**src/rtl/tgcm_pkg.sv**
```systemverilog
// Shared types and constants of the trajectory grid cell mapper.
`default_nettype none

package tgcm_pkg;

    // Fixed field widths.
    localparam int COORD_W     = 32;
    localparam int CFG_W       = 32;
    localparam int CFG_IDX_W   = 2;
    localparam int POS_W       = 16;
    localparam int MAX_RESULTS = 32;
    localparam int CNT_W       = $clog2(MAX_RESULTS + 1);

    localparam logic [POS_W-1:0] POS_MAX   = '1;
    localparam logic [CFG_W-1:0] INV_RESET = 32'h0001_0000;

    // Configuration register indexes.
    typedef enum logic [CFG_IDX_W-1:0] {
        CFG_ORIGIN_X = 2'd0,
        CFG_ORIGIN_Y = 2'd1,
        CFG_INV_W    = 2'd2,
        CFG_INV_H    = 2'd3
    } t_cfg_idx;

    // Configuration register file contents.
    typedef struct packed {
        logic [CFG_W-1:0] origin_x;
        logic [CFG_W-1:0] origin_y;
        logic [CFG_W-1:0] inv_w;
        logic [CFG_W-1:0] inv_h;
    } t_cfg;

    // Handoff from the quantizer to the cell walker.
    typedef struct packed {
        logic start;
        logic starts_track;
        logic clamp;
    } t_walk_req;

endpackage

`default_nettype wire

```
**src/rtl/tgcm_quant.sv**
```systemverilog
// Quantizer: one shared 32x32 multiplier maps both coordinates to grid indexes.
`default_nettype none

module tgcm_quant import tgcm_pkg::*; #(
    parameter int GRID_CELLS = 32,
    localparam int IDX_W = $clog2(GRID_CELLS + 1)
) (
    input  logic                      i_clk,
    input  logic                      i_rst_n,
    input  t_cfg                      i_cfg,
    input  logic                      i_start,
    input  logic signed [COORD_W-1:0] i_point_x,
    input  logic signed [COORD_W-1:0] i_point_y,
    input  logic                      i_starts_track,
    output logic                      o_busy,
    output t_walk_req                 o_req,
    output logic [IDX_W-1:0]          o_col,
    output logic [IDX_W-1:0]          o_row
);

    typedef enum logic [3:0] {
        Q_IDLE = 4'b0001,
        Q_MULX = 4'b0010,
        Q_MULY = 4'b0100,
        Q_RNDY = 4'b1000
    } t_qstate;

    t_qstate r_state, n_state;

    logic [COORD_W-1:0]   r_mag_x, r_mag_y;
    logic                 r_neg_x, r_neg_y;
    logic [2*COORD_W-1:0] r_prod;
    logic [IDX_W-1:0]     r_col, r_row;
    logic                 r_clamp;
    logic                 r_st;
    logic                 r_done;

    logic [COORD_W:0]   dx_fwd, dx_bwd, dy_fwd, dy_bwd;
    logic [COORD_W:0]   rnd_q;
    logic               rnd_neg;
    logic [IDX_W-1:0]   rnd_idx;
    logic               rnd_clamp;
    logic [COORD_W-1:0] mul_a, mul_b;

    // Difference from the origin in both directions; the sign picks the magnitude.
    assign dx_fwd = {i_point_x[COORD_W-1], i_point_x}
                  - {i_cfg.origin_x[COORD_W-1], i_cfg.origin_x};
    assign dx_bwd = {i_cfg.origin_x[COORD_W-1], i_cfg.origin_x}
                  - {i_point_x[COORD_W-1], i_point_x};
    assign dy_fwd = {i_point_y[COORD_W-1], i_point_y}
                  - {i_cfg.origin_y[COORD_W-1], i_cfg.origin_y};
    assign dy_bwd = {i_cfg.origin_y[COORD_W-1], i_cfg.origin_y}
                  - {i_point_y[COORD_W-1], i_point_y};

    // Shared multiplier operands: x in the first pass, y in the second.
    assign mul_a = (r_state == Q_MULX) ? r_mag_x : r_mag_y;
    assign mul_b = (r_state == Q_MULX) ? i_cfg.inv_w : i_cfg.inv_h;

    // Round half away from zero, then saturate to the grid.
    assign rnd_neg = (r_state == Q_MULY) ? r_neg_x : r_neg_y;
    assign rnd_q   = {1'b0, r_prod[2*COORD_W-1:COORD_W]} + (COORD_W+1)'(r_prod[COORD_W-1]);

    always_comb begin
        rnd_idx   = rnd_q[IDX_W-1:0];
        rnd_clamp = 1'b0;
        if (rnd_neg) begin
            rnd_idx   = '0;
            rnd_clamp = (rnd_q != '0);
        end else if (rnd_q > (COORD_W+1)'(GRID_CELLS)) begin
            rnd_idx   = IDX_W'(GRID_CELLS);
            rnd_clamp = 1'b1;
        end
    end

    // Sequencer.
    always_comb begin
        n_state = r_state;
        unique case (r_state)
            Q_IDLE: begin
                if (i_start) n_state = Q_MULX;
            end
            Q_MULX: n_state = Q_MULY;
            Q_MULY: n_state = Q_RNDY;
            Q_RNDY: n_state = Q_IDLE;
            default: n_state = Q_IDLE;
        endcase
    end

    // Control registers.
    always_ff @(posedge i_clk) begin
        if (!i_rst_n) begin
            r_state <= Q_IDLE;
            r_done  <= 1'b0;
        end else begin
            r_state <= n_state;
            r_done  <= (r_state == Q_RNDY);
        end
    end

    // Datapath registers.
    always_ff @(posedge i_clk) begin
        if (r_state == Q_IDLE && i_start) begin
            r_neg_x <= dx_fwd[COORD_W];
            r_mag_x <= dx_fwd[COORD_W] ? dx_bwd[COORD_W-1:0] : dx_fwd[COORD_W-1:0];
            r_neg_y <= dy_fwd[COORD_W];
            r_mag_y <= dy_fwd[COORD_W] ? dy_bwd[COORD_W-1:0] : dy_fwd[COORD_W-1:0];
            r_st    <= i_starts_track;
        end
        if (r_state == Q_MULX || r_state == Q_MULY) begin
            r_prod <= mul_a * mul_b;
        end
        if (r_state == Q_MULY) begin
            r_col   <= rnd_idx;
            r_clamp <= rnd_clamp;
        end
        if (r_state == Q_RNDY) begin
            r_row   <= rnd_idx;
            r_clamp <= r_clamp | rnd_clamp;
        end
    end

    assign o_busy             = (r_state != Q_IDLE) || r_done;
    assign o_req.start        = r_done;
    assign o_req.starts_track = r_st;
    assign o_req.clamp        = r_clamp;
    assign o_col              = r_col;
    assign o_row              = r_row;

endmodule

`default_nettype wire

```
**config.mk**
```make
export PLATFORM = sky130hd
export DESIGN_NAME = tgcm_quant
export DESIGN_NICKNAME = d
export VERILOG_FILES = /design/src/rtl/tgcm_pkg.sv /design/src/rtl/tgcm_quant.sv
export SDC_FILE = /design/constraint.sdc
export NUM_CORES = 2
export LEC_CHECK = 0
export BUFFER_PORTS_ARGS = -buffer_cell sky130_fd_sc_hd__buf_2
export CAP_MARGIN = 20
export CORE_MARGIN = 1.5
export CORE_UTILIZATION = 65
export DETAILED_ROUTE_END_ITERATION = 6
export PLACE_DENSITY_LB_ADDON = 0.15
export SYNTH_ARGS = -nofsm -noshare
export SYNTH_HDL_FRONTEND = slang
export SYNTH_SLANG_ARGS = --single-unit
```
**constraint.sdc**
```tcl
create_clock -name i_clk -period 21.2 [get_ports i_clk]
set_clock_uncertainty 0.05 [all_clocks]
set_input_delay 0 -clock i_clk [delete_from_list [all_inputs] [get_ports i_clk]]
set_output_delay 0 -clock i_clk [all_outputs]
set_load 0.02 [all_outputs]
```
==> reports/qor.csv <==
metric;value;unit
Yosys reg bits;118;
status;finished, final reports clean;
leading area contributor after synthesis;fa_1;
antenna violations before repair;20;
Reg clk slew, reported paths;0.06;ns
First DRT Iteration DRCs;3260;
setup TNS;0;ns
Clock Sinks;118;
Remaining DRCs;0;
syn avg cell area;8.79;um^2
global-route wire length before repair;218000;um
asr flop ratio synth;0;
compound-cell area share of the yosys netlist;0.0902;
die height;262;um
Congestion Overflow GR;0;
fmax;92.0;MHz
count leader, synth;inv_1;
number of vias per cell;6.11;
core area;66100;um^2
total die area;68800;um^2
crit share post-route;0.513;
share of the synthesized area in the top cell type;0.412;
FILL cells;5263;
WP data required;21.35;ns
met1 usage;0.527;
buffers added on ports;211;
TritonCTS clock tree;built;
CTS Root Cell;clkbuf_16;
multiplexer share of the synthesized area;0.0391;
adder-cell share of the synthesized area;0.523;
drt first pass iters;6;
P&R area growth vs syn;6.30;%
crit path DAT;11.02;ns
dpl hpwl;114000;um
I/O pin total;212;
# setup viols final;0;
Synth Area in XOR/XNOR;0.0186;
Hold WC Path Type;in -> reg;
YS warnings;0;
relative slew slack;0.267;
Max-Cap Viols;0;
maximum clock insertion buffer count;2;
kind of critical path;reg -> reg;
total global-route track usage;0.423;
Mapped Area;43700;um^2
Final Max Tran Viols;0;
H-Tree Depth;4;
cells after synthesis;4969;
GR Util met2;0.653;
routed wire length;142000;um
worst slew pin tran;1.08;ns
Final ANT Viol Nets;0;
syn nets;6452;
CP max FO;47;
Initial Util;0.661;
Top cell by count, worst path;fa_1;
Worst Path Buf+Inv;5;
Crit. Startpoint;r_state[2];
top cells by area, synth;fa_1, ha_1, inv_1, edfxtp_1, nor2_1;
GRT busiest layer;met2;
vias in the first global route;37739;
Worst path slowest cell;mux2i_2;
Num CTS Buffers;17;
Worst-Skew Late Latency;0.48;ns
Seq/Total Area, Yosys;0.0800;
Period minus WS final;10.87;ns
Cell variety after synth;95;
Core Rows;94;
number of gates resized after CTS;0;
CP endpoint kind;register;
largest net degree at the start of global routing;68;
Critical Path Start Type;register;
largest family of logic cells by synthesized area;adder cells;
max incr delay on CP;0.92;ns
M3 GR Usage;0.138;
Final Hold Viols;0;
number of enable flip-flop cells after synthesis;113;
r2r startpoint;r_state[2];
Post-Synth Simple-Gate Area;0.138;
top post-synthesis cells by count;inv_1, fa_1, nor2_1;
RSZ-0062 raised after global routing;no;
DR vias;36338;
GPL Wtd Cong;1.03;
Horiz. Die Dim;262;um
share of layout cells above drive strength 1;0.0915;
Primary FF master, synth;edfxtp_1;
WL/cell;23.9;um
critical path's top delay family;adder cells;
hold wc startpoint;i_point_y[1];
fin nets;6543;
final cells by class:
cell class              count  area, um^2  share of cell area
multi-input cells        3590       35600               0.767
inverters                1045        3930              0.0846
flip-flops and latches    118        3490              0.0752
repair buffers            288        1650              0.0355
well taps                 864        1080              0.0233
clock buffers              17         425             0.00916
clock inverters            15         203             0.00437
diodes                     13        32.5            0.000701
worst reg2reg max path, delay by kind of cell (launching register included):
family / cells / cell delay, ns
adders and majority gates: 9 / 4.33
buffers and inverters: 5 / 2.03
and+or+nand+nor: 7 / 1.51
AOI/OAI and AO/OA: 5 / 1.36
muxes: 1 / 0.93
DFF: 1 / 0.36
cells by family (layout without fill, tap and decap cells):
kind of cell | Yosys count | count (layout)
other | 0 | 13
buffers and inverters | 1261 | 1365
adders and majority gates | 1288 | 1288
and+or+nand+nor | 1451 | 1451
xor gates and xnor gates | 93 | 93
DFF | 118 | 118
AOI/OAI and AO/OA | 598 | 598
muxes | 160 | 160
final timing paths:
kind	depth (start not counted)	end	slack, ns
max	27	r_prod[59]	10.33
min	3	r_mag_y[1]	0.02
max reg2reg	27	r_prod[59]	10.33
min reg2reg	1	r_clamp	0.51
flip-flops by register name, summed over array words and instances (netlist names):
register / cells
r_neg_x: 1
r_prod: 33
r_clamp: 1
r_st: 1
r_mag_y: 32
o_col: 6
o_row: 6
r_mag_x: 32
r_neg_y: 1
r_done: 1
r_state: 4
cells in the final DEF (no fill, tap or decap), types with 48 or more instances in the layout:
master and count:
edfxtp_1 113, a21oi_1 185, mux2_2 67, a21o_1 78
fa_1 899, inv_1 1043, o21ai_0 105, nor2_1 707
nand2_1 507, ha_1 388, xnor2_1 55, mux2i_1 48
buf_4 71, buf_2 211
per-stage QoR:
stage / utilization / instance area [um^2] / hold WS (ns) / cells / worst slack [ns]
after CTS: 0.702 / 46400 / 0.00257 / 5936 / 10.53
after detailed placement: 0.691 / 45700 / 0.129 / 5898 / 10.58
final: 0.702 / 46400 / 0.0185 / 5950 / 10.33
after global placement: 0.691 / 45700 / 0.127 / 5898 / 10.92
after global routing: 0.702 / 46400 / 0.0291 / 5942 / 10.02
after floorplan: - / 43700 / 0.0489 / 4969 / 12.15
layer usage:
metal,wire [um],share of wire
met2,62700,0.44
met5,68,0.00048
met3,18300,0.13
met1,51300,0.36
met4,9930,0.070
timing repair:
| action | CTS | global route |
|---|---|---|
| hold buffers | 6 | 0 |
| endpoints found under the hold margin | 9 | 0 |
| setup buffers | 0 | 0 |
Power is not shown: default switching activity piles up to over one toggle a cycle in this logic, so the estimate is an artifact.
