`src/rtl/tgcm_pkg.sv`:
```
// Shared types and constants of the trajectory grid cell mapper.
`default_nettype none

package tgcm_pkg;

    // Fixed field widths.
    localparam int COORD_W     = 32;
    localparam int CFG_W       = 32;
    localparam int CFG_IDX_W   = 2;
    localparam int POS_W       = 16;
    localparam int MAX_RESULTS = 32;
    localparam int CNT_W       = $clog2(MAX_RESULTS + 1);

    localparam logic [POS_W-1:0] POS_MAX   = '1;
    localparam logic [CFG_W-1:0] INV_RESET = 32'h0001_0000;

    // Configuration register indexes.
    typedef enum logic [CFG_IDX_W-1:0] {
        CFG_ORIGIN_X = 2'd0,
        CFG_ORIGIN_Y = 2'd1,
        CFG_INV_W    = 2'd2,
        CFG_INV_H    = 2'd3
    } t_cfg_idx;

    // Configuration register file contents.
    typedef struct packed {
        logic [CFG_W-1:0] origin_x;
        logic [CFG_W-1:0] origin_y;
        logic [CFG_W-1:0] inv_w;
        logic [CFG_W-1:0] inv_h;
    } t_cfg;

    // Handoff from the quantizer to the cell walker.
    typedef struct packed {
        logic start;
        logic starts_track;
        logic clamp;
    } t_walk_req;

endpackage

`default_nettype wire

```
`src/rtl/tgcm_if.sv`:
```
// Channel interfaces for trajectory points and emitted grid cells.
`default_nettype none


interface tgcm_cell_if import tgcm_pkg::*; #(
    parameter int GRID_CELLS = 32
);
    localparam int IDX_W = $clog2(GRID_CELLS + 1);

    logic             valid;
    logic             ready;
    logic [IDX_W-1:0] cell_col;
    logic [IDX_W-1:0] cell_row;
    logic [POS_W-1:0] seq_pos;
    logic             is_fill;
    logic             was_clamped;
    logic             last_of_run;

    modport source (output valid, output cell_col, output cell_row, output seq_pos,
                    output is_fill, output was_clamped, output last_of_run, input ready);
    modport sink   (input valid, input cell_col, input cell_row, input seq_pos,
                    input is_fill, input was_clamped, input last_of_run, output ready);
endinterface

`default_nettype wire

```
`src/rtl/tgcm_walk.sv`:
```
// Cell walker: gap filling by midpoint subdivision on a span stack, and the result register.
`default_nettype none

module tgcm_walk import tgcm_pkg::*; #(
    parameter int GRID_CELLS  = 32,
    parameter int STACK_DEPTH = 6,
    localparam int IDX_W = $clog2(GRID_CELLS + 1)
) (
    input  logic             i_clk,
    input  logic             i_rst_n,
    input  t_walk_req        i_req,
    input  logic [IDX_W-1:0] i_col,
    input  logic [IDX_W-1:0] i_row,
    output logic             o_busy,
    tgcm_cell_if.source      o_cell
);

    localparam int LVL_W  = $clog2(STACK_DEPTH + 1);
    localparam int SIDX_W = $clog2(STACK_DEPTH);
    localparam int ENT_W  = 4 * IDX_W;
    localparam logic [IDX_W:0] D_ONE  = (IDX_W+1)'(1);
    localparam logic [IDX_W:0] D_MONE = '1;

    typedef enum logic [2:0] {
        W_IDLE = 3'b001,
        W_FILL = 3'b010,
        W_OWN  = 3'b100
    } t_wstate;

    // True when two cells are equal or 8-neighbors.
    function automatic logic near(input logic [IDX_W-1:0] c1, input logic [IDX_W-1:0] r1,
                                  input logic [IDX_W-1:0] c2, input logic [IDX_W-1:0] r2);
        logic [IDX_W:0] dc;
        logic [IDX_W:0] dr;
        dc = {1'b0, c1} - {1'b0, c2};
        dr = {1'b0, r1} - {1'b0, r2};
        return (dc == '0 || dc == D_ONE || dc == D_MONE) &&
               (dr == '0 || dr == D_ONE || dr == D_MONE);
    endfunction

    t_wstate r_state, n_state;

    logic [ENT_W-1:0] r_stack [STACK_DEPTH];
    logic [LVL_W-1:0] r_level;
    logic [CNT_W-1:0] r_n;
    logic [POS_W-1:0] r_pos;
    logic [IDX_W-1:0] r_prev_c, r_prev_r;
    logic [IDX_W-1:0] r_c, r_r;
    logic             r_clamp;
    logic [IDX_W-1:0] r_sc, r_sr, r_ec, r_er;

    logic             r_out_valid;
    logic [IDX_W-1:0] r_out_col, r_out_row;
    logic [POS_W-1:0] r_out_pos;
    logic             r_out_fill, r_out_clamp, r_out_last;

    logic [IDX_W:0]    sum_c, sum_r;
    logic [IDX_W-1:0]  mid_c, mid_r;
    logic              span_near, can_push, fill_end, out_free;
    logic              do_start, do_push, do_pop, do_own;
    logic [LVL_W-1:0]  lvl_dec;
    logic [SIDX_W-1:0] top_idx;
    logic [ENT_W-1:0]  top_ent;
    logic [POS_W-1:0]  pos_inc;
    logic              start_near, same_cell;

    // Midpoint of the current span, rounding halves up.
    assign sum_c = {1'b0, r_sc} + {1'b0, r_ec} + (IDX_W+1)'(1);
    assign sum_r = {1'b0, r_sr} + {1'b0, r_er} + (IDX_W+1)'(1);
    assign mid_c = sum_c[IDX_W:1];
    assign mid_r = sum_r[IDX_W:1];

    // Stack control.
    assign span_near = near(r_sc, r_sr, r_ec, r_er);
    assign can_push  = !span_near && (r_level < LVL_W'(STACK_DEPTH));
    assign fill_end  = (r_level == '0) || (r_n >= CNT_W'(MAX_RESULTS - 1));
    assign lvl_dec   = r_level - LVL_W'(1);
    assign top_idx   = lvl_dec[SIDX_W-1:0];
    assign top_ent   = r_stack[top_idx];
    assign out_free  = !r_out_valid || o_cell.ready;
    assign pos_inc   = (r_pos == POS_MAX) ? r_pos : r_pos + POS_W'(1);

    assign start_near = near(r_prev_c, r_prev_r, i_col, i_row);
    assign same_cell  = (r_prev_c == i_col) && (r_prev_r == i_row);

    assign do_start = (r_state == W_IDLE) && i_req.start;
    assign do_push  = (r_state == W_FILL) && can_push;
    assign do_pop   = (r_state == W_FILL) && !can_push && !fill_end && out_free;
    assign do_own   = (r_state == W_OWN) && out_free;

    // Sequencer.
    always_comb begin
        n_state = r_state;
        unique case (r_state)
            W_IDLE: begin
                if (i_req.start) begin
                    if (i_req.starts_track) n_state = W_OWN;
                    else if (!start_near)   n_state = W_FILL;
                    else if (!same_cell)    n_state = W_OWN;
                end
            end
            W_FILL: begin
                if (!can_push && fill_end) n_state = W_OWN;
            end
            W_OWN: begin
                if (out_free) n_state = W_IDLE;
            end
            default: n_state = W_IDLE;
        endcase
    end

    // Control registers.
    always_ff @(posedge i_clk) begin
        if (!i_rst_n) begin
            r_state     <= W_IDLE;
            r_level     <= '0;
            r_n         <= '0;
            r_pos       <= '0;
            r_prev_c    <= '0;
            r_prev_r    <= '0;
            r_out_valid <= 1'b0;
        end else begin
            r_state <= n_state;
            if (do_start) begin
                r_prev_c <= i_col;
                r_prev_r <= i_row;
                r_level  <= '0;
                r_n      <= '0;
                if (i_req.starts_track) r_pos <= '0;
            end
            if (do_push) r_level <= r_level + LVL_W'(1);
            if (do_pop) begin
                r_level <= lvl_dec;
                r_n     <= r_n + CNT_W'(1);
            end
            if (do_pop || do_own) begin
                r_pos       <= pos_inc;
                r_out_valid <= 1'b1;
            end else if (o_cell.ready) begin
                r_out_valid <= 1'b0;
            end
        end
    end

    // Span, stack and result payload.
    always_ff @(posedge i_clk) begin
        if (do_start) begin
            r_c     <= i_col;
            r_r     <= i_row;
            r_clamp <= i_req.clamp;
            r_sc    <= r_prev_c;
            r_sr    <= r_prev_r;
            r_ec    <= i_col;
            r_er    <= i_row;
        end
        if (do_push) begin
            r_stack[r_level[SIDX_W-1:0]] <= {mid_c, mid_r, r_ec, r_er};
            r_ec <= mid_c;
            r_er <= mid_r;
        end
        if (do_pop) begin
            {r_sc, r_sr, r_ec, r_er} <= top_ent;
            r_out_col   <= top_ent[ENT_W-1 -: IDX_W];
            r_out_row   <= top_ent[ENT_W-IDX_W-1 -: IDX_W];
            r_out_pos   <= r_pos;
            r_out_fill  <= 1'b1;
            r_out_clamp <= r_clamp;
            r_out_last  <= 1'b0;
        end
        if (do_own) begin
            r_out_col   <= r_c;
            r_out_row   <= r_r;
            r_out_pos   <= r_pos;
            r_out_fill  <= 1'b0;
            r_out_clamp <= r_clamp;
            r_out_last  <= 1'b1;
        end
    end

    assign o_busy             = (r_state != W_IDLE);
    assign o_cell.valid       = r_out_valid;
    assign o_cell.cell_col    = r_out_col;
    assign o_cell.cell_row    = r_out_row;
    assign o_cell.seq_pos     = r_out_pos;
    assign o_cell.is_fill     = r_out_fill;
    assign o_cell.was_clamped = r_out_clamp;
    assign o_cell.last_of_run = r_out_last;

    // The stack never grows past its depth.
    a_level_bound: assert property (@(posedge i_clk) disable iff (!i_rst_n)
        r_level <= LVL_W'(STACK_DEPTH))
        else $error("span stack level above its depth");

    // Fill cells are always followed by the point's own cell.
    a_fill_not_last: assert property (@(posedge i_clk) disable iff (!i_rst_n)
        (r_out_valid && r_out_fill) |-> !r_out_last)
        else $error("fill cell marked as last of run");

    // Emitted cells lie inside the grid.
    a_in_grid: assert property (@(posedge i_clk) disable iff (!i_rst_n)
        r_out_valid |-> (r_out_col <= IDX_W'(GRID_CELLS) && r_out_row <= IDX_W'(GRID_CELLS)))
        else $error("emitted cell outside the grid");

    // Fill count per point leaves room for the point's own cell.
    a_fill_count: assert property (@(posedge i_clk) disable iff (!i_rst_n)
        r_n <= CNT_W'(MAX_RESULTS - 1))
        else $error("too many fill cells for one point");

endmodule

`default_nettype wire

```
`src/flat_wrapper.sv`:
```
// flat-port wrapper written by rule: the top's interface ports become plain ports
module tgcm_walk_flat import tgcm_pkg::*;
#(
    parameter int GRID_CELLS  = 32,
    parameter int STACK_DEPTH = 6,
    localparam int IDX_W = $clog2(GRID_CELLS + 1)
)
  (i_clk, i_rst_n, i_req, i_col, i_row, o_busy, o_cell_valid, o_cell_cell_col, o_cell_cell_row, o_cell_seq_pos, o_cell_is_fill, o_cell_was_clamped, o_cell_last_of_run, o_cell_ready);
  tgcm_cell_if #(.GRID_CELLS(GRID_CELLS)) o_cell_i ();
  input  logic i_clk;
  input  logic i_rst_n;
  input  t_walk_req i_req;
  input  logic [IDX_W-1:0] i_col;
  input  logic [IDX_W-1:0] i_row;
  output logic o_busy;
  output wire logic [$bits(o_cell_i.valid)-1:0] o_cell_valid;
  output wire logic [$bits(o_cell_i.cell_col)-1:0] o_cell_cell_col;
  output wire logic [$bits(o_cell_i.cell_row)-1:0] o_cell_cell_row;
  output wire logic [$bits(o_cell_i.seq_pos)-1:0] o_cell_seq_pos;
  output wire logic [$bits(o_cell_i.is_fill)-1:0] o_cell_is_fill;
  output wire logic [$bits(o_cell_i.was_clamped)-1:0] o_cell_was_clamped;
  output wire logic [$bits(o_cell_i.last_of_run)-1:0] o_cell_last_of_run;
  input wire logic [$bits(o_cell_i.ready)-1:0] o_cell_ready;
  assign o_cell_valid = o_cell_i.valid;
  assign o_cell_cell_col = o_cell_i.cell_col;
  assign o_cell_cell_row = o_cell_i.cell_row;
  assign o_cell_seq_pos = o_cell_i.seq_pos;
  assign o_cell_is_fill = o_cell_i.is_fill;
  assign o_cell_was_clamped = o_cell_i.was_clamped;
  assign o_cell_last_of_run = o_cell_i.last_of_run;
  assign o_cell_i.ready = o_cell_ready;
  tgcm_walk #(.GRID_CELLS(GRID_CELLS), .STACK_DEPTH(STACK_DEPTH)) u_core (.i_clk(i_clk), .i_rst_n(i_rst_n), .i_req(i_req), .i_col(i_col), .i_row(i_row), .o_busy(o_busy), .o_cell(o_cell_i));
endmodule
```
`config.mk`:
```
export PLATFORM = sky130hd
export DESIGN_NAME = tgcm_walk_flat
export DESIGN_NICKNAME = d
export VERILOG_FILES = /design/src/rtl/tgcm_pkg.sv /design/src/rtl/tgcm_if.sv /design/src/rtl/tgcm_walk.sv /design/src/flat_wrapper.sv
export SDC_FILE = /design/constraint.sdc
export NUM_CORES = 1
export LEC_CHECK = 0
export ABC_AREA = 1
export BUFFER_PORTS_ARGS = -buffer_cell sky130_fd_sc_hd__buf_4
export CAP_MARGIN = 20
export CORE_UTILIZATION = 45
export DETAILED_ROUTE_END_ITERATION = 10
export HOLD_SLACK_MARGIN = 0.12
export SLEW_MARGIN = 20
export SYNTH_ARGS = -nofsm -noshare
export SYNTH_HDL_FRONTEND = slang
export SYNTH_SLANG_ARGS = --single-unit
```
`constraint.sdc`:
```
create_clock -name i_clk -period 11.1 [get_ports i_clk]
set_input_delay 1.665 -clock i_clk [delete_from_list [all_inputs] [get_ports i_clk]]
set_output_delay 1.665 -clock i_clk [all_outputs]
set_load 0.01 [all_outputs]
```
==> results.txt, run 1 <==
----------------------------------------------------
[Setup path]
  Cell depth of the worst setup path ... 19
  Sum of buffers and inverters on the critical path ... 5
  Arrival time at the worst endpoint ... 4.77 ns
  Required time of the critical path ... 11.32 ns
  Delay of the slowest cell on the worst path ... 0.58 ns
  Type of destination of the critical path ... register
  Cell Chain, Critical Path ... inv_1 > ha_1 > nand2_1 > nor2_1 > nand2_1 > nand3_1 > nand2_1 > nand2_1 > inv_1 > nand2_1 > nand2_1 > nand2_1 > inv_1 > nand2_1 > nand3_1 > inv_1 > nand2_1 > nor2_2 > buf_4
  Origin of the worst setup path ... u_core.r_er[2]$_DFFE_PP_
  Worst-case register-to-register setup slack ... between 6 and 7 ns
  Kind of cell with the highest combined delay on the critical path ... simple AND/OR/NAND/NOR gates
  Crit path launch type ... register
  Depth of the worst register-to-register path ... 19
  Critical Path Fanout Max ... 20
  End point of the critical path ... u_core.r_stack[1][0]$_DFFE_PP_
  Origin of the critical flop-to-flop path ... u_core.r_er[2]$_DFFE_PP_
  Worst-path cell with the longest stage delay ... nand3_1
  Most frequent CP cell ... nand2_1
  Worst reg2reg endpoint ... u_core.r_stack[1][0]$_DFFE_PP_
  Crit Path Category ... reg -> reg

[Logic synthesis]
  Library cell with the highest instance count after synthesis ... nand2_1
  Mean cell area of the mapped netlist ... 10.1 um2
  Share of synthesized flip-flops with an asynchronous set or reset ... 0
  Share of the yosys chip area belonging to registers ... 0.601
  Post-Syn Nets ... 1,246
  Leading cell types by count after synthesis ... nand2_1, edfxtp_1, nor2_1
  Leading cell types by total area after synthesis ... edfxtp_1, dfxtp_1, nand2_1, ha_1, nor2_1
  Number of distinct library cells after synthesis ... 44
  Combined area of all synthesized cells ... 11,900 um2
  Register bit count reported by yosys ... roughly 250
  Count of synthesis-stage warnings from yosys ... 0
  Top flip-flop cell by instance count after synthesis ... edfxtp_1
  Number of enable flip-flop cells after synthesis ... 210
  Area fraction of the dominant cell type after synthesis ... 0.529
  Area leader, netlist ... edfxtp_1
  Gate Count Post-Synth ... 1,181

[Drt]
  DR WL/cell ... between 15 and 20 um
  Number of nets with antenna violations after detailed routing ... 0
  Post-Route WL ... 28,800 um
  Drc violations ... 0
  Detail-routed via count per cell ... 5.32
  Via Count ... 8,389
  Detailed-routing iteration count for the pre-antenna-repair pass ... 5
  Number of DRC markers in iteration 0 ... just under 900

[Layout]
  Total inserted antenna cells ... 0
  Multi-input combinational cell area ... roughly 4000 um2
  Layout cells sized above 1 ... 0.121
  Final std cell area, no fill ... 13,400 um2
  Post-synthesis to final-layout area growth ... 12.6%
  Sequential Area ... 7170 um2
  Count of fill cells added during filler insertion ... 2,409
  Nets ... 1,290

[Power and ir drop]
  Maximum vdd drop ... 138 uV
  Leakage dissipation ... 5.31 nW
  Total power per unit cell area ... 248 nW/um2

[CTS]
  Number of hold-repair buffers added at the cts stage ... 0
  Clock slew at reported path FFs ... 0.06 ns
  Post-CTS resize count ... 0
  Number of H-tree levels ... 1
  TritonCTS clock tree ... built
  Clock tree buffer depth ... 3
  Worst skew pair latency ... 0.54 ns
  Count of clock tree sinks ... 253
  Number of clock buffers inserted by TritonCTS ... 27
  Clock Root Buffer ... clkbuf_16
  Post-CTS setup repair buffer count ... 0

[Placement]
  Gp weighted congestion ... around 0.91
  # port buffers ... 50
  HPWL after detailed placement ... 18,800 um
  Worst setup slack after placement ... 6.57 ns
  Total placed instance area ... about 13,000 um2

[STA]
  Min cycle time layout ... 4.54 ns
  Setup WS post-layout ... 6.56 ns
  Max Clk Rate ... approximately 0.22 GHz
  Max-slew headroom ... 0.362
  Number of failing setup endpoints in the final timing report ... 0
  Slew Limit Fails ... 0
  Setup skew after layout ... 0.0131 ns
  Minimum hold slack ... 0.429 ns
  Setup repair after global routing missed its margin ... false
  Final clock period utilization by the worst path ... 0.409
  Actual slew at the worst max-slew pin ... 0.949 ns
  Final number of hold-violating endpoints ... 0
  TNS Setup ... 0 ns

[Floorplanning]
  Count of pins on the block boundary ... 51
  Die extent in x ... 165 um
  Core area ... 26,000 um2
  Starting Density ... 0.459
  Site Rows ... 59
  Die Height ... 165 um
  Die area ... 27,100 um2

[Global route]
  Remaining Overflow, GRT ... 0
  Maximum number of pins on one net before global-route repair ... 76
  Antenna violations before repair ... 0
  Via count of the first global-routing pass ... 7,804
  Total global-route track usage ... 0.216
  First-pass GRT wire length ... between 40,000 and 50,000 um

[Min path]
  Worst min path class ... reg -> reg

[Job]
  Number of violations of the max-capacitance limit ... 0

[Outcome]
  Run status ... finished clean

----------------------------------------------------
-- cells in the final DEF (no fill, tap or decap), drive strengths merged --
master    synthesis  layout
o211ai            4       4
clkbuf           33      34
dfxtp            43      43
bufinv            0       1
clkinvlp          0       2
clkinv            2      10
nor2            137     137
a31o              1       1
xor2             13      13
inv             107     108
nand3            73      73
nand3b            7       7
o22ai            32      32
o31ai             2       2
a21o              1       1
buf              15      63
fa                6       6
nand4            12      12
nor4              2       2
ha               41      41
nand2           231     231
xnor2             8       8
nor3              6       6
a21oi            72      72
o21ai           103     103
and3              1       1
or2               6       6
a21boi            1       1
a31oi            12      12
edfxtp          210     210
-- flip-flops by register name, summed over array words and instances (netlist names) --
| signal | cells |
|---|---|
| u_core.r_stack | 144 |
| u_core.o_cell.seq_pos | 16 |
| u_core.r_pos | 16 |
| u_core.o_cell.cell_col | 6 |
| u_core.o_cell.cell_row | 6 |
| u_core.r_c | 6 |
| u_core.r_ec | 6 |
| u_core.r_er | 6 |
| u_core.r_n | 6 |
| u_core.r_prev_c | 6 |
| u_core.r_prev_r | 6 |
| u_core.r_r | 6 |
| u_core.r_sc | 6 |
| u_core.r_sr | 6 |
| u_core.r_level | 3 |
| u_core.r_state | 3 |
| u_core.o_cell.is_fill | 1 |
| u_core.o_cell.last_of_run | 1 |
| u_core.o_cell.valid | 1 |
| u_core.o_cell.was_clamped | 1 |
| u_core.r_clamp | 1 |
-- through the flow --
step,utilization,power [mW],cells
detailed placement,0.484,2.49,1531
finish,0.516,3.33,1577
floorplan,-,2.11,1181
CTS,0.516,3.34,1577
global route,0.516,3.52,1577
global placement,0.484,2.48,1531
-- routing by layer --
| layer | vias to the layer above | part of all wire | track usage |
|---|---|---|---|
| li1 | 4152 | - | - |
| met1 | 3973 | 0.44 | 0.306 |
| met2 | 211 | 0.47 | 0.345 |
| met3 | 53 | 0.050 | 0.0264 |
| met4 | 0 | 0.031 | 0.0713 |
| met5 | - | 0 | 0 |
-- how the worst min path moves through the flow --
stage / start / to / cells past startpoint
floorplan: u_core.r_clamp$_DFFE_PP_ / u_core.o_cell.was_clamped$_DFFE_PP_ / 0
global placement: u_core.r_clamp$_DFFE_PP_ / u_core.o_cell.was_clamped$_DFFE_PP_ / 0
detailed placement: u_core.r_clamp$_DFFE_PP_ / u_core.o_cell.was_clamped$_DFFE_PP_ / 0
CTS: u_core.r_clamp$_DFFE_PP_ / u_core.o_cell.was_clamped$_DFFE_PP_ / 0
global route: u_core.r_clamp$_DFFE_PP_ / u_core.o_cell.was_clamped$_DFFE_PP_ / 0
finish: u_core.r_clamp$_DFFE_PP_ / u_core.o_cell.was_clamped$_DFFE_PP_ / 0
-- cell type report --
type | instances | share of cell area
clock buffer | 34 | 0.0545
multi-input combinational | 771 | 0.306
tap | 335 | 0.0312
clock inverter | 12 | 0.00755
sequential | 253 | 0.534
timing repair buffer | 63 | 0.0352
inverter | 109 | 0.0309
-- power breakdown --
part | leakage, nW | switching, mW | internal (mW)
Clock | 0.407 | 0.360 | 0.488
Sequential | 2.27 | 0.0882 | 1.29
Combinational | 2.64 | 0.791 | 0.314
-- logic make-up (layout without fill, tap and decap cells) --
kind of cell	Yosys count	after routing	synth area share
simple gates	475	475	0.171
fa+ha+maj	47	47	0.0531
flops	253	253	0.601
buf+inv	157	218	0.0556
compound gates	228	228	0.103
xor+xnor	21	21	0.0154
Power figures use the tool's default switching activity.
==> run 2, diff against run 1 <==
Clock period 11.1 ns to 3.7 ns, I/O delays scaled along.
==> run 2 against run 1 <==
  * Global-route usage decreased by 0.55 points
  * First-iteration DRC count decreased by 28%
  * Power rose to 2.9 times the previous value
  * Wire length fell by 3.7%
  * Sequential cell count is the same
  * Final area rose by 0.15%
  * Critical endpoint is now u_core.r_sc[0]$_DFFE_PP_
  * Largest power group unchanged
  * Highest routed layer unchanged
==> results.txt, run 2 (synthesized netlist as in run 1, its figures left out) <==
----------------------------------------------------
[Min path]
  Worst min path class ... in -> reg
  Count of cells along the worst hold path ... 1 (+1)

[Global route]
  Remaining Overflow, GRT ... 0 (unchanged)
  Fraction of met3 tracks used by global routing ... 0.0279 (+0.00151)
  Maximum number of pins on one net before global-route repair ... 76 (unchanged)
  Met1 Usage GRT ... 0.287 (-0.0183)
  Antenna violations before repair ... 0 (unchanged)
  First-pass GRT wire length ... 43,500 um (-1.9%)
  Via count of the first global-routing pass ... 8,079 (+3.5%)
  Busiest layer in global routing ... met2
  Met2 usage ... 0.349 (+0.00382)
  Total global-route track usage ... 0.210 (-0.00555)

[Setup path]
  Arrival time at the worst endpoint ... 3.41 ns (-1.36 ns)
  Crit Path Category ... reg -> reg
  Depth of the worst register-to-register path ... 15 (-4)
  Required time of the critical path ... 3.87 ns (-7.45 ns)
  Type of destination of the critical path ... register
  Crit path launch type ... register
  Critical Path Fanout Max ... 13 (-35%)

[STA]
  Actual slew at the worst max-slew pin ... 0.792 ns (-0.157 ns)
  Minimum hold slack ... 0.193 ns (-0.236 ns)
  Final clock period utilization by the worst path ... 0.876 (+0.466)
  Max Clk Rate ... 0.309 GHz (+40%)
  Final number of hold-violating endpoints ... 0 (unchanged)
  Setup repair after global routing missed its margin ... false
  Min cycle time layout ... 3.24 ns (-1.30 ns)
  TNS Setup ... 0 ns (unchanged)
  Setup skew after layout ... 0.0100 ns (-0.00306 ns)
  Slew Limit Fails ... 0 (unchanged)
  Max-slew headroom ... 0.472 (+0.110)
  Number of failing setup endpoints in the final timing report ... 0 (unchanged)
  Setup WS post-layout ... 0.460 ns (-6.10 ns)

[CTS]
  Clock slew at reported path FFs ... 0.06 ns (about the same)
  Number of hold-repair buffers added at the cts stage ... 0 (unchanged)
  Post-CTS resize count ... 0 (unchanged)
  Post-CTS setup repair buffer count ... 0 (unchanged)
  Number of H-tree levels ... 1 (unchanged)
  TritonCTS clock tree ... built
  Clock tree buffer depth ... 3 (unchanged)
  Clock Root Buffer ... clkbuf_16
  Number of clock buffers inserted by TritonCTS ... 27 (unchanged)
  Count of clock tree sinks ... 253 (unchanged)
  Worst skew pair latency ... 0.54 ns (about the same)

[Layout]
  Most frequent cells in the layout ... nand2_1, edfxtp_1, nor2_1
  Post-synthesis to final-layout area growth ... 12.8%
  Layout cells sized above 1 ... 0.119 (-0.00167)
  Leading cell type in the layout, fill and taps excluded ... nand2_1
  Nets ... 1,297 (+0.54%)
  Number of flip-flops under the largest register name ... 144 (unchanged)
  Final std cell area, no fill ... 13,400 um2 (+0.15%)
  Total inserted antenna cells ... 0 (unchanged)

[Power and ir drop]
  Total power per unit cell area ... 729 nW/um2 (+190%)
  Leakage dissipation ... 5.32 nW (+0.20%)
  Maximum vdd drop ... 465 uV (+240%)
  Power after layout ... 9.80 mW (+190%)

[Drt]
  Number of nets with antenna violations after detailed routing ... 0 (unchanged)
  Detail-routed via count per cell ... 5.30 (-0.31%)
  Post-Route WL ... 27,700 um (-3.7%)
  Drc violations ... 0 (unchanged)
  Via Count ... 8,411 (+0.26%)
  DR WL/cell ... 17.5 um (-4.2%)
  Detailed-routing iteration count for the pre-antenna-repair pass ... 5 (unchanged)
  Number of DRC markers in iteration 0 ... 635 (-28%)

[Placement]
  HPWL after detailed placement ... 18,700 um (-0.54%)
  Worst setup slack after placement ... 0.481 ns (-6.09 ns)
  # port buffers ... 50 (unchanged)
  Gp weighted congestion ... 0.898 (-1.7%)
  Total placed instance area ... 12,700 um2 (+0.52%)

[Floorplanning]
  Die extent in x ... 165 um (unchanged)
  Site Rows ... 59 (unchanged)
  Die area ... 27,100 um2 (unchanged)
  Core area ... 26,000 um2 (unchanged)
  Count of pins on the block boundary ... 51 (unchanged)
  Starting Density ... 0.459 (unchanged)
  Die Height ... 165 um (unchanged)

[Outcome]
  Run status ... finished clean

[Job]
  Number of violations of the max-capacitance limit ... 0 (unchanged)

----------------------------------------------------
==> run 2: cell type report <==
type	instances	area (um2)
flip-flops and latches	253	7170
inverters	109	414
well taps	335	419
clock inverters	12	78.8
multi-input cells	771	4110
repair buffers	70	538
fillers	2385	12500
clock buffers	36	709
==> run 2: per-stage QoR <==
stage | utilization | instances
after global routing | 0.517 | 1586
after floorplan | - | 1181
final | 0.517 | 1586
after detailed placement | 0.487 | 1538
after global placement | 0.487 | 1538
after CTS | 0.517 | 1586
==> run 2: power by group <==
part	internal (mW)	switching, mW
Sequential	3.86	0.269
Combinational	0.964	2.26
Clock	1.40	1.04
==> run 2: final timing paths <==
kind,end,from,slack (ns)
max,u_core.r_sc[0]$_DFFE_PP_,u_core.r_ec[0]$_DFFE_PP_,0.46
min,u_core.r_clamp$_DFFE_PP_,i_req[0],0.19
min reg2reg,u_core.o_cell.was_clamped$_DFFE_PP_,u_core.r_clamp$_DFFE_PP_,0.43
max reg2reg,u_core.r_sc[0]$_DFFE_PP_,u_core.r_ec[0]$_DFFE_PP_,0.46
==> run 2: metal layers <==
metal | vias up | part of all wire
li1 | 4170 | -
met1 | 4020 | 0.45
met2 | 176 | 0.48
met3 | 45 | 0.040
met4 | 0 | 0.025
met5 | - | 0
==> run 2: critical path: stages, from the launching register on <==
cell,delay [ns]
edfxtp_1,0.50
ha_1,0.28
fa_1,0.42
inv_2,0.08
nand3_2,0.06
nand2_1,0.07
nand2_1,0.06
nand2_1,0.09
inv_2,0.03
nor2_1,0.09
nand2_1,0.06
nand2_1,0.10
nand2_1,0.09
o21ai_2,0.19
nand2_2,0.22
nand2_1,0.52
==> run 3, diff against run 2 <==
Settings changed: CORE_UTILIZATION 45 to 55, PLACE_DENSITY set to 0.75.
==> run 3 against run 2 <==
  * Fmax increased by 1.6%
  * Sequential cell count unchanged
  * Via count rose by 2.5%
  * Clock skew is 0.00077 ns higher
  * Sequential share of layout area is essentially flat
  * Global-route usage increased by 3.6 points
  * Wire length decreased by 3.0%
  * Final cell count shrank 3.7%
  * Largest power group unchanged
  * Critical path depth is 2 higher
  * First-iteration DRC count rose by 11%
  * Die area fell by 18%
  * Critical path type unchanged
  * Power rose by 1.4%
==> results.txt, run 3 (synthesized netlist as in run 1, its figures left out) <==
----------------------------------------------------
[Global route]
  Antenna violations before repair ... 0 (unchanged)
  Remaining Overflow, GRT ... 0 (unchanged)
  Maximum number of pins on one net before global-route repair ... 76 (unchanged)
  Total global-route track usage ... 0.246 (+0.0359)
  Via count of the first global-routing pass ... 8,078 (-0.012%)
  First-pass GRT wire length ... 42,200 um (-3.1%)

[Placement]
  HPWL after detailed placement ... 18,100 um (-3.4%)
  Gp weighted congestion ... 0.948 (+5.6%)
  # port buffers ... 50 (unchanged)
  Cell total after placement ... 1,479 (-3.8%)

[STA]
  Final clock period utilization by the worst path ... 0.862 (-0.0141)
  Final number of hold-violating endpoints ... 0 (unchanged)
  Max-slew headroom ... 0.398 (-0.0741)
  Min cycle time layout ... 3.19 ns (-0.0522 ns)
  Max Clk Rate ... 0.314 GHz (+1.6%)
  Slew Limit Fails ... 0 (unchanged)
  Number of failing setup endpoints in the final timing report ... 0 (unchanged)
  Actual slew at the worst max-slew pin ... 0.902 ns (+0.110 ns)
  Setup repair after global routing missed its margin ... false
  TNS Setup ... 0 ns (unchanged)
  Setup skew after layout ... 0.0108 ns (+0.000775 ns)

[Power and ir drop]
  Portion of total power attributed to combinational logic ... 0.325 (-0.004)
  Sw Share ... 0.361 (-0.00373)
  Clock power frac ... 0.260 (+0.010)
  Leakage dissipation ... 5.36 nW (+0.74%)
  Cell-internal power ... 6.36 mW (+2.0%)
  Sw power ... 3.58 mW (+0.40%)
  Maximum vdd drop ... 480 uV (+3.1%)
  Power after layout ... 9.94 mW (+1.4%)
  Total power per unit cell area ... 740 nW/um2 (+1.4%)
  Portion of total power attributed to sequential cells ... 0.414 (-0.008)

[Floorplanning]
  Site Rows ... 53 (-10%)
  Die area ... 22,300 um2 (-18%)
  Die Height ... 149 um (-9.4%)
  Count of pins on the block boundary ... 51 (unchanged)
  Core area ... 21,200 um2 (-19%)
  Die extent in x ... 149 um (-9.4%)
  Starting Density ... 0.563 (+0.105)

[Drt]
  Drc violations ... 0 (unchanged)
  Number of nets with antenna violations after detailed routing ... 0 (unchanged)
  Detail-routed via count per cell ... 5.65 (+6.5%)
  Post-Route WL ... 26,900 um (-3.0%)
  Via Count ... 8,623 (+2.5%)
  Number of DRC markers in iteration 0 ... 703 (+11%)
  Detailed-routing iteration count for the pre-antenna-repair pass ... 5 (unchanged)
  DR WL/cell ... 17.6 um (+0.75%)

[Outcome]
  Run status ... finished clean

[Setup path]
  Worst-case register-to-register setup slack ... 0.51 ns (+0.05 ns)
  Crit Path Category ... reg -> reg
  Type of destination of the critical path ... register
  Required time of the critical path ... 4.12 ns (+0.25 ns)
  Arrival time at the worst endpoint ... 3.60 ns (+0.19 ns)
  Critical Path Fanout Max ... 31 (+18)
  Crit path launch type ... register

[CTS]
  Clock tree buffer depth ... 3 (unchanged)
  Clock Root Buffer ... clkbuf_16
  Count of clock tree sinks ... 253 (unchanged)
  Clock slew at reported path FFs ... 0.06 ns (about the same)
  Number of H-tree levels ... 1 (unchanged)
  Number of hold-repair buffers added at the cts stage ... 0 (unchanged)
  Worst skew pair latency ... 0.53 ns (about the same)
  Post-CTS setup repair buffer count ... 0 (unchanged)
  Number of clock buffers inserted by TritonCTS ... 26 (-3.7%)
  TritonCTS clock tree ... built
  Post-CTS resize count ... 0 (unchanged)

[Layout]
  Sequential Area ... 7170 um2 (unchanged)
  Nets ... 1,297 (unchanged)
  Count of fill cells added during filler insertion ... 1,700 (-29%)
  Final standard cell count with taps included and fillers excluded ... 1,527 (-3.7%)
  Multi-input combinational cell area ... 4110 um2 (unchanged)
  Leading cell type in the layout, fill and taps excluded ... nand2_1
  Most frequent cells in the layout ... nand2_1, edfxtp_1, nor2_1
  Layout cells sized above 1 ... 0.126 (+0.00709)
  Post-synthesis to final-layout area growth ... 12.8% (about the same)
  Number of flip-flops under the largest register name ... 144 (unchanged)
  Total inserted antenna cells ... 0 (unchanged)

[Min path]
  Worst min path class ... in -> reg

[Job]
  Number of violations of the max-capacitance limit ... 0 (unchanged)

----------------------------------------------------
[run 3: cell type report]
type | instances | area share
clock buffers | 40 | 0.0585
clock inverters | 8 | 0.00512
inverters | 109 | 0.0308
multi-input cells | 771 | 0.306
flip-flops and latches | 253 | 0.533
well taps | 275 | 0.0256
repair buffers | 71 | 0.0406
[run 3: per-layer routing]
layer	vias to the layer above	wire length [um]	track usage
li1	4176	-	-
met1	4111	11400	0.325
met2	276	13000	0.411
met3	60	1610	0.0446
met4	0	839	0.0827
met5	-	0	0
[run 3: power by group through the flow]
stage          registers, mW  clock network, mW  logic, mW
3_5_place_dp            4.17                  0       3.18
6_report                4.12               2.59       3.23
5_1_grt                 4.15               2.71       3.60
4_1_cts                 4.12               2.62       3.20
3_3_place_gp            4.17                  0       3.12
2_1_floorplan           4.09                  0       2.22
[run 3: final timing paths]
path | start | endpoint | depth (start not counted)
worst max-delay path | u_core.r_er[0]$_DFFE_PP_ | u_core.r_level[2]$_SDFFE_PN0P_ | 17
worst min-delay path | i_req[0] | u_core.r_clamp$_DFFE_PP_ | 1
worst max register to register | u_core.r_er[0]$_DFFE_PP_ | u_core.r_level[2]$_SDFFE_PN0P_ | 17
worst min register to register | u_core.r_clamp$_DFFE_PP_ | u_core.o_cell.was_clamped$_DFFE_PP_ | 0
[run 3: per-stage QoR]
stage | hold WS (ns) | setup WS [ns] | cell area [um2] | util
floorplan | 0.400 | 0.0858 | 11900 | -
global placement | 0.403 | 0.650 | 12600 | 0.595
detailed placement | 0.405 | 0.541 | 12600 | 0.595
CTS | 0.188 | 0.520 | 13400 | 0.635
global route | 0.193 | 0.243 | 13400 | 0.635
finish | 0.202 | 0.512 | 13400 | 0.635
[run 3: critical path, cell delays in order (launching register included)]
cell and delay [ns]:
edfxtp_1 0.51, ha_1 0.28, fa_1 0.39, inv_1 0.08, nand3_1 0.09, nand2_1 0.09
nand2_1 0.07, nand2_1 0.10, nor2_1 0.06, nand2_1 0.05, nand2_1 0.06, nand2_1 0.11
o21ai_2 0.08, nand2_2 0.17, buf_4 0.36, nand3_4 0.28, o21ai_0 0.23, nor2_1 0.06
